[config.mk]
export PLATFORM = sky130hd
export DESIGN_NAME = status_led_blink_sequencer_core
export DESIGN_NICKNAME = d
export VERILOG_FILES = /design/src/hdl/slbs_pkg.sv /design/src/hdl/slbs_step.sv /design/src/hdl/slbs_out_buf.sv /design/src/hdl/status_led_blink_sequencer_core.sv
export SDC_FILE = /design/constraint.sdc
export NUM_CORES = 1
export LEC_CHECK = 0
export BUFFER_PORTS_ARGS = -buffer_cell sky130_fd_sc_hd__buf_2
export CAP_MARGIN = 40
export CORE_UTILIZATION = 55
export CTS_CLUSTER_DIAMETER = 80
export DETAILED_ROUTE_END_ITERATION = 16
export PLACE_DENSITY = 0.8
export RECOVER_POWER = 25
export SLEW_MARGIN = 25
export SYNTH_ARGS = -nofsm -noshare
export SYNTH_HDL_FRONTEND = slang
export SYNTH_HIERARCHICAL = 1
export SYNTH_SLANG_ARGS = --single-unit
[constraint.sdc]
create_clock -name clk -period 16.32 [get_ports clk]
set_input_delay 1.632 -clock clk [delete_from_list [all_inputs] [get_ports clk]]
set_output_delay 1.632 -clock clk [all_outputs]
set_load 0.005 [all_outputs]
[src/hdl/slbs_pkg.sv]
`timescale 1ns / 1ps
// ----------------------------------------------------------------------------
// slbs_pkg: status LED blink sequencer shared definitions
// Request and mode codes, register indexes, state and color types.
// ----------------------------------------------------------------------------
package slbs_pkg;

  localparam int unsigned TIME_W     = 32;
  localparam int unsigned INTERVAL_W = 16;
  localparam int unsigned COUNT_W    = 8;
  localparam int unsigned LEVEL_W    = 8;
  localparam int unsigned CFG_IDX_W  = 3;
  localparam int unsigned CFG_DATA_W = 16;

  typedef enum logic [1:0] {
    REQ_UPDATE   = 2'd0,
    REQ_SET_MODE = 2'd1,
    REQ_FLASH    = 2'd2
  } req_t;

  typedef enum logic [2:0] {
    MODE_BOOT        = 3'd0,
    MODE_WIFI_CONN   = 3'd1,
    MODE_WIFI_UP     = 3'd2,
    MODE_BROKER_CONN = 3'd3,
    MODE_ONLINE      = 3'd4,
    MODE_ALARM       = 3'd5,
    MODE_ERROR       = 3'd6,
    MODE_OFF         = 3'd7
  } mode_t;

  typedef enum logic [CFG_IDX_W-1:0] {
    CFG_BOOT_INTERVAL    = 3'd0,
    CFG_CONNECT_INTERVAL = 3'd1,
    CFG_ALARM_INTERVAL   = 3'd2,
    CFG_ERROR_INTERVAL   = 3'd3,
    CFG_FLASH_INTERVAL   = 3'd4,
    CFG_FLASH_TOTAL      = 3'd5
  } cfg_idx_t;

  localparam logic [INTERVAL_W-1:0] BOOT_INTERVAL_RST    = 16'd100;
  localparam logic [INTERVAL_W-1:0] CONNECT_INTERVAL_RST = 16'd1000;
  localparam logic [INTERVAL_W-1:0] ALARM_INTERVAL_RST   = 16'd1000;
  localparam logic [INTERVAL_W-1:0] ERROR_INTERVAL_RST   = 16'd150;
  localparam logic [INTERVAL_W-1:0] FLASH_INTERVAL_RST   = 16'd75;
  localparam logic [COUNT_W-1:0]    FLASH_TOTAL_RST      = 8'd3;

  typedef struct packed {
    logic [INTERVAL_W-1:0] boot_interval;
    logic [INTERVAL_W-1:0] connect_interval;
    logic [INTERVAL_W-1:0] alarm_interval;
    logic [INTERVAL_W-1:0] error_interval;
    logic [INTERVAL_W-1:0] flash_interval;
    logic [COUNT_W-1:0]    flash_total;
  } cfg_t;

  typedef struct packed {
    mode_t              mode;
    logic [TIME_W-1:0]  blink_stamp;
    logic               blink_phase;
    logic               flash_busy;
    logic [TIME_W-1:0]  flash_stamp;
    logic               flash_phase;
    logic [COUNT_W-1:0] flash_done;
  } seq_state_t;

  typedef struct packed {
    logic [LEVEL_W-1:0] red;
    logic [LEVEL_W-1:0] green;
    logic [LEVEL_W-1:0] blue;
  } color_t;

  localparam color_t COLOR_BLACK = '{red: 8'd0,   green: 8'd0,   blue: 8'd0};
  localparam color_t COLOR_GREEN = '{red: 8'd0,   green: 8'd255, blue: 8'd0};
  localparam color_t COLOR_BLUE  = '{red: 8'd0,   green: 8'd0,   blue: 8'd255};
  localparam color_t COLOR_RED   = '{red: 8'd255, green: 8'd0,   blue: 8'd0};
  localparam color_t COLOR_AMBER = '{red: 8'd255, green: 8'd180, blue: 8'd0};

  // lit color of each mode; blinking modes alternate with black
  function automatic color_t mode_color(input mode_t m);
    color_t c;
    unique case (m)
      MODE_BOOT:        c = COLOR_AMBER;
      MODE_WIFI_CONN:   c = COLOR_BLUE;
      MODE_WIFI_UP:     c = COLOR_BLUE;
      MODE_BROKER_CONN: c = COLOR_GREEN;
      MODE_ONLINE:      c = COLOR_GREEN;
      MODE_ALARM:       c = COLOR_RED;
      MODE_ERROR:       c = COLOR_RED;
      default:          c = COLOR_BLACK;
    endcase
    return c;
  endfunction

  function automatic logic mode_blinks(input mode_t m);
    logic b;
    unique case (m)
      MODE_BOOT, MODE_WIFI_CONN, MODE_BROKER_CONN,
      MODE_ALARM, MODE_ERROR: b = 1'b1;
      default:                b = 1'b0;
    endcase
    return b;
  endfunction

endpackage

[src/hdl/slbs_step.sv]
`timescale 1ns / 1ps
// ----------------------------------------------------------------------------
// slbs_step: next-state and color logic for one transaction
// Pure combinational: decodes the request, updates blink and flash state
// and tells whether the LED gets written on this update.
// ----------------------------------------------------------------------------
module slbs_step
  import slbs_pkg::*;
(
  input  cfg_t               cfg,
  input  seq_state_t         st,
  input  logic [1:0]         req_type,
  input  logic [TIME_W-1:0]  now_ms,
  input  logic [2:0]         new_mode,
  output seq_state_t         st_next,
  output logic               emit,
  output color_t             color
);

  logic [INTERVAL_W-1:0] blink_interval;
  logic [TIME_W-1:0]     blink_elapsed;
  logic [TIME_W-1:0]     flash_elapsed;
  logic                  blink_due;
  logic                  flash_due;
  logic                  flash_active;
  logic [COUNT_W-1:0]    done_inc;

  always_comb begin
    unique case (st.mode)
      MODE_BOOT:               blink_interval = cfg.boot_interval;
      MODE_ALARM:              blink_interval = cfg.alarm_interval;
      MODE_ERROR:              blink_interval = cfg.error_interval;
      default:                 blink_interval = cfg.connect_interval;
    endcase
  end

  // elapsed time wraps modulo 2^32
  assign blink_elapsed = now_ms - st.blink_stamp;
  assign flash_elapsed = now_ms - st.flash_stamp;
  assign blink_due     = blink_elapsed >= {{(TIME_W-INTERVAL_W){1'b0}}, blink_interval};
  assign flash_due     = flash_elapsed >= {{(TIME_W-INTERVAL_W){1'b0}}, cfg.flash_interval};
  assign flash_active  = st.flash_busy && (st.mode != MODE_ALARM) && (st.mode != MODE_ERROR);
  assign done_inc      = st.flash_done + 1'b1;

  always_comb begin
    st_next = st;
    emit    = 1'b0;
    color   = COLOR_BLACK;
    case (req_type)
      REQ_SET_MODE: begin
        if (new_mode != st.mode) begin
          st_next.mode        = mode_t'(new_mode);
          st_next.blink_stamp = '0;
          st_next.blink_phase = 1'b0;
        end
      end
      REQ_FLASH: begin
        st_next.flash_busy  = 1'b1;
        st_next.flash_stamp = '0;
        st_next.flash_phase = 1'b0;
        st_next.flash_done  = '0;
      end
      REQ_UPDATE: begin
        if (flash_active) begin
          if (flash_due) begin
            emit                = 1'b1;
            st_next.flash_stamp = now_ms;
            st_next.flash_phase = ~st.flash_phase;
            if (!st.flash_phase) begin
              color = COLOR_GREEN;
            end else if (done_inc >= cfg.flash_total) begin
              // burst complete
              st_next.flash_busy  = 1'b0;
              st_next.flash_done  = '0;
              st_next.flash_phase = 1'b0;
            end else begin
              st_next.flash_done = done_inc;
            end
          end
        end else if (mode_blinks(st.mode)) begin
          if (blink_due) begin
            emit                = 1'b1;
            st_next.blink_stamp = now_ms;
            st_next.blink_phase = ~st.blink_phase;
            if (!st.blink_phase) begin
              color = mode_color(st.mode);
            end
          end
        end else begin
          emit  = 1'b1;
          color = mode_color(st.mode);
        end
      end
      default: begin
      end
    endcase
  end

endmodule

[src/hdl/slbs_out_buf.sv]
`timescale 1ns / 1ps
// ----------------------------------------------------------------------------
// slbs_out_buf: two-entry result buffer
// Output register plus one skid entry, so input accept never waits on
// the downstream ready of the same cycle.
// ----------------------------------------------------------------------------
module slbs_out_buf
  import slbs_pkg::*;
(
  input  logic   clk,
  input  logic   rst,
  input  logic   push,
  input  color_t push_color,
  output logic   space,
  output logic   out_valid,
  input  logic   out_ready,
  output color_t out_color
);

  logic   head_valid;
  color_t head_color;
  logic   skid_valid;
  color_t skid_color;
  logic   pop;

  assign pop       = head_valid && out_ready;
  assign space     = !skid_valid;
  assign out_valid = head_valid;
  assign out_color = head_color;

  always_ff @(posedge clk) begin
    if (rst) begin
      head_valid <= 1'b0;
      skid_valid <= 1'b0;
    end else if (head_valid && !pop) begin
      if (push) begin
        skid_valid <= 1'b1;
      end
    end else if (skid_valid) begin
      head_valid <= 1'b1;
      skid_valid <= 1'b0;
    end else begin
      head_valid <= push;
    end
  end

  always_ff @(posedge clk) begin
    if (head_valid && !pop) begin
      if (push) begin
        skid_color <= push_color;
      end
    end else if (skid_valid) begin
      head_color <= skid_color;
    end else if (push) begin
      head_color <= push_color;
    end
  end

endmodule

[src/hdl/status_led_blink_sequencer_core.sv]
`timescale 1ns / 1ps
// ----------------------------------------------------------------------------
// status_led_blink_sequencer_core: RGB status LED sequencer
// Takes mode changes, flash triggers and millisecond updates and emits the
// LED color whenever the LED is written.
// ----------------------------------------------------------------------------
// One transaction is taken every clock cycle while in_ready is high. Mode
// and flash transactions only update internal state; an update transaction
// produces a color when the LED is due to change (or on every update in a
// steady mode), registered into the output register or, while that is
// occupied, the skid entry; in_ready only drops when two colors are waiting
// downstream. The user must write the configuration registers (cfg_wr_en/
// cfg_index/cfg_data) only while no transaction is in flight; not enforced.
// ----------------------------------------------------------------------------
module status_led_blink_sequencer_core
  import slbs_pkg::*;
(
  input  logic                  clk,
  input  logic                  rst,
  input  logic                  in_valid,
  output logic                  in_ready,
  input  logic [1:0]            req_type,
  input  logic [TIME_W-1:0]     now_ms,
  input  logic [2:0]            new_mode,
  output logic                  out_valid,
  input  logic                  out_ready,
  output logic [LEVEL_W-1:0]    red_level,
  output logic [LEVEL_W-1:0]    green_level,
  output logic [LEVEL_W-1:0]    blue_level,
  input  logic                  cfg_wr_en,
  input  logic [CFG_IDX_W-1:0]  cfg_index,
  input  logic [CFG_DATA_W-1:0] cfg_data
);

  cfg_t       cfg;
  seq_state_t st;
  seq_state_t st_next;
  logic       emit;
  color_t     step_color;
  color_t     out_color;
  logic       accept;

  assign accept = in_valid && in_ready;

  always_ff @(posedge clk) begin
    if (rst) begin
      cfg.boot_interval    <= BOOT_INTERVAL_RST;
      cfg.connect_interval <= CONNECT_INTERVAL_RST;
      cfg.alarm_interval   <= ALARM_INTERVAL_RST;
      cfg.error_interval   <= ERROR_INTERVAL_RST;
      cfg.flash_interval   <= FLASH_INTERVAL_RST;
      cfg.flash_total      <= FLASH_TOTAL_RST;
    end else if (cfg_wr_en) begin
      unique case (cfg_index)
        CFG_BOOT_INTERVAL:    cfg.boot_interval    <= cfg_data;
        CFG_CONNECT_INTERVAL: cfg.connect_interval <= cfg_data;
        CFG_ALARM_INTERVAL:   cfg.alarm_interval   <= cfg_data;
        CFG_ERROR_INTERVAL:   cfg.error_interval   <= cfg_data;
        CFG_FLASH_INTERVAL:   cfg.flash_interval   <= cfg_data;
        CFG_FLASH_TOTAL:      cfg.flash_total      <= cfg_data[COUNT_W-1:0];
        default: begin
        end
      endcase
    end
  end

  always_ff @(posedge clk) begin
    if (rst) begin
      st.mode        <= MODE_OFF;
      st.blink_stamp <= '0;
      st.blink_phase <= 1'b0;
      st.flash_busy  <= 1'b0;
      st.flash_stamp <= '0;
      st.flash_phase <= 1'b0;
      st.flash_done  <= '0;
    end else if (accept) begin
      st <= st_next;
    end
  end

  slbs_step u_step (
    .cfg      (cfg),
    .st       (st),
    .req_type (req_type),
    .now_ms   (now_ms),
    .new_mode (new_mode),
    .st_next  (st_next),
    .emit     (emit),
    .color    (step_color)
  );

  slbs_out_buf u_out_buf (
    .clk        (clk),
    .rst        (rst),
    .push       (accept && emit),
    .push_color (step_color),
    .space      (in_ready),
    .out_valid  (out_valid),
    .out_ready  (out_ready),
    .out_color  (out_color)
  );

  assign red_level   = out_color.red;
  assign green_level = out_color.green;
  assign blue_level  = out_color.blue;

endmodule

==> results.md <==
* Slowest cell on the critical path: a221oi_1
* Clk pin slew, worst setup/hold paths at 0.06 ns
* Final Hold Slack at 0.475 ns
* Clock insertion delay at the later pin of the skew report at 0.55 ns
* Clock Sinks at 216
* Remaining global-route overflow at 0
* Fin crit period at 6.84 ns
* Row Count at 61
* Crit-path leading delay family: compound AO/OA/AOI/OAI gates
* Crit-path max FO at 8
* Cell area power density at 81.2 mW/mm2
* Reg-to-Reg End: st[73]$_SDFFE_PP0P_
* Final #Nets at 1960
* Synth Area per Inst at 8.74 um2
* Fraction of layout cells with a size suffix above 1 at 0.168
* Synth unique cells at 90
* Critical R2R Launch: st[76]$_SDFFE_PP1P_
* Sequential fraction of design power at 0.408
* Final WS setup at 9.48 ns
* I/O pins at 87
* Final worst-path cycle share at 0.419
* Placed cells at 2142
* CTS Hold Bufs at 0
* Reg2reg setup slack at 10.36 ns
* Die area at 0.0294 mm2
* # Max-Cap Violations at 2
* Detailed placement HPWL at 28.5 mm
* Asr flop ratio synth at 0
* Global-route wire length before repair at 64.5 mm
* GR Util met2 at 0.447
* CP Capture Type: register
* Initial DRC Count at 1158
* Sw Share at 0.285
* Clk root buf: clkbuf_16
* Number of buffers created by CTS at 24
* GP Congestion at 0.955
* Worst Hold Class: reg -> reg
* Starting density of the core at 0.564
* Setup violators final at 0
* Max Buffers Root-to-Sink at 3
* WP depth at 28
* Synth warn at 6
* H-tree Lvls at 1
* Outcome: complete, but fails checks
* Clk network pwr share at 0.406
* Setup crit start: now_ms[0]
* Multi-input gate area at 0.00981 mm2
* CP peak stage delay at 0.45 ns
* Commonest non-fill, non-tap cell in the layout: a21oi_1
* Post-route ant nets at 0
* Final Max Tran Viols at 131
* Setup crit end: u_out_buf/out_color[9]$_DFFE_PP_
* Port Buffers at 86
* RSZ-0062 raised after global routing: false
* Die height at 171 um
* Combinational power share at 0.186
* Via density at 6.20
* DRC viols at 0
* Synth Instances at 1806
* Die Wd at 171 um
* Total Wirelength at 40.8 mm
* Commonest cells after routing, fill and taps aside: a21oi_1, dfxtp_1, inv_1
* Synth Register Bits at 216
* CP Class: in -> reg
* Buf+Inv Stages, Crit Path at 3
* Setup WS pre-CTS at 9.08 ns
* Violated checks: capacitance limit, slew limit
* Internal power at 0.986 mW
* Worst VDD drop at 0.0828 mV
* Sw Pwr at 0.393 mW
* Post-synth EDFFs at 48
* Req. time, crit path at 16.62 ns
* DR WL/cell at 18.6 um
* Worst path arrival time at 7.14 ns
* Sequential share of the synthesized area at 0.304
* Core ar. at 0.0280 mm2
* Critical Path Start Type: input pin
* Vias in the first global route at 12600
* Final Power at 1.38 mW
* Vias at 13600
* GRT Total Usage at 0.272
* M1 GR Usage at 0.357
* Post-CTS resize count at 0
* FF+latch area at 0.00480 mm2
* Synthesis-to-finish area growth at 7.56%
* Post-CTS Setup Bufs at 0
* GRT Max-Usage Layer: met2
* Antenna violations before repair at 1
* Worst slew pin tran at 2.83 ns
* Leak at 6.72 nW
* Slew margin rel. at -0.887
* Skew final at 0.0227 ns
* Met3 Use GR at 0.0412
* Drt pass-1 iters at 5
* Ys flop type: dfxtp_1
* Syn Std Cell Area at 0.0158 mm2
* CTS tree: done
* Worst r2r path cells at 22
* Layout fillers at 2390
* Final Non-Filler Cells at 2190
* Max Freq at 146 MHz
* Final Hold Viols at 0
* Syn Nets at 1973
* Largest net degree at the start of global routing at 118
* Setup TNS at 0 ns
[per-layer routing]
metal | share of wire | up-vias
li1 | - | 6490
met1 | 0.44 | 6527
met2 | 0.46 | 467
met3 | 0.065 | 90
met4 | 0.035 | 0
met5 | 0 | -
[worst register-to-register path, stage by stage, from the launching register on]
cell and delay, ns:
dfxtp_1 0.31, buf_4 0.30, inv_1 0.22, nor3b_2 0.21
buf_4 0.26, nor2_1 0.08, buf_4 0.22, a221oi_1 0.57
ha_1 0.37, nand4_1 0.12, nor2_1 0.06, a2111oi_0 0.42
o2111ai_1 0.16, nor4_1 0.20, nand2_1 0.09, a311o_1 0.32
nor4_1 0.23, nand4_1 0.36, nand4_1 0.21, buf_4 0.45
mux2_2 0.42, nand3_1 0.06, a21oi_1 0.07
[synth_stat cells, types with 46 or more instances]
library cell	n	area [um2]
a21oi_1	181	906
dfxtp_1	168	3360
inv_1	118	443
nor2_1	110	413
ha_1	104	1300
mux2i_1	97	971
nand3_1	96	480
nand2b_1	93	582
clkbuf_1	88	330
a21bo_2	75	751
nand2_1	72	270
edfxtp_1	48	1440
o21ai_0	46	230
[state kept, by name (all words and copies together) (netlist names)]
signal	count
cfg	88
u_out_buf/skid_color	24
st	78
u_out_buf/out_color	24
u_out_buf/out_valid	1
u_out_buf/skid_valid	1
[how the worst min path moves through the flow]
stage / from / endpoint / slack (ns) / cells after the start
after floorplan: st[75]$_SDFFE_PP1P_ / st[75]$_SDFFE_PP1P_ / 0.45 / 1
after global placement: cfg[60]$_SDFFE_PP0P_ / cfg[60]$_SDFFE_PP0P_ / 0.46 / 2
after detailed placement: cfg[29]$_SDFFE_PP0P_ / cfg[29]$_SDFFE_PP0P_ / 0.46 / 2
after CTS: cfg[69]$_SDFFE_PP0P_ / cfg[69]$_SDFFE_PP0P_ / 0.48 / 2
after global routing: cfg[83]$_SDFFE_PP0P_ / cfg[83]$_SDFFE_PP0P_ / 0.50 / 2
final: cfg[69]$_SDFFE_PP0P_ / cfg[69]$_SDFFE_PP0P_ / 0.48 / 2
[power groups by stage]
stage,sequential [mW],clock (mW),combinational (mW)
6_report,0.563,0.560,0.256
5_1_grt,0.564,0.588,0.280
4_1_cts,0.563,0.564,0.249
3_5_place_dp,0.574,0,0.246
3_3_place_gp,0.573,0,0.241
2_1_floorplan,0.572,0,0.184
[layout make-up]
cell class	count	area share
diodes	1	0.000147
clock buffers	32	0.0383
clock inverters	12	0.00943
inverters	118	0.0262
multi-input cells	1328	0.578
flip-flops and latches	216	0.283
well taps	378	0.0279
repair buffers	105	0.0373
[cell families after synthesis]
family,Yosys count,share of synthesized area
simple gates,495,0.165
flops,216,0.304
compound gates,523,0.235
buf+inv,262,0.0766
xor+xnor,50,0.0277
fa+ha+maj,106,0.0850
mux,154,0.106
[stage by stage]
stage | cell area (um2) | utilization
floorplan | 15800 | -
CTS | 16900 | 0.604
detailed placement | 16100 | 0.575
global placement | 16100 | 0.574
global route | 17000 | 0.606
finish | 17000 | 0.606
Power figures use the tool's default switching activity.
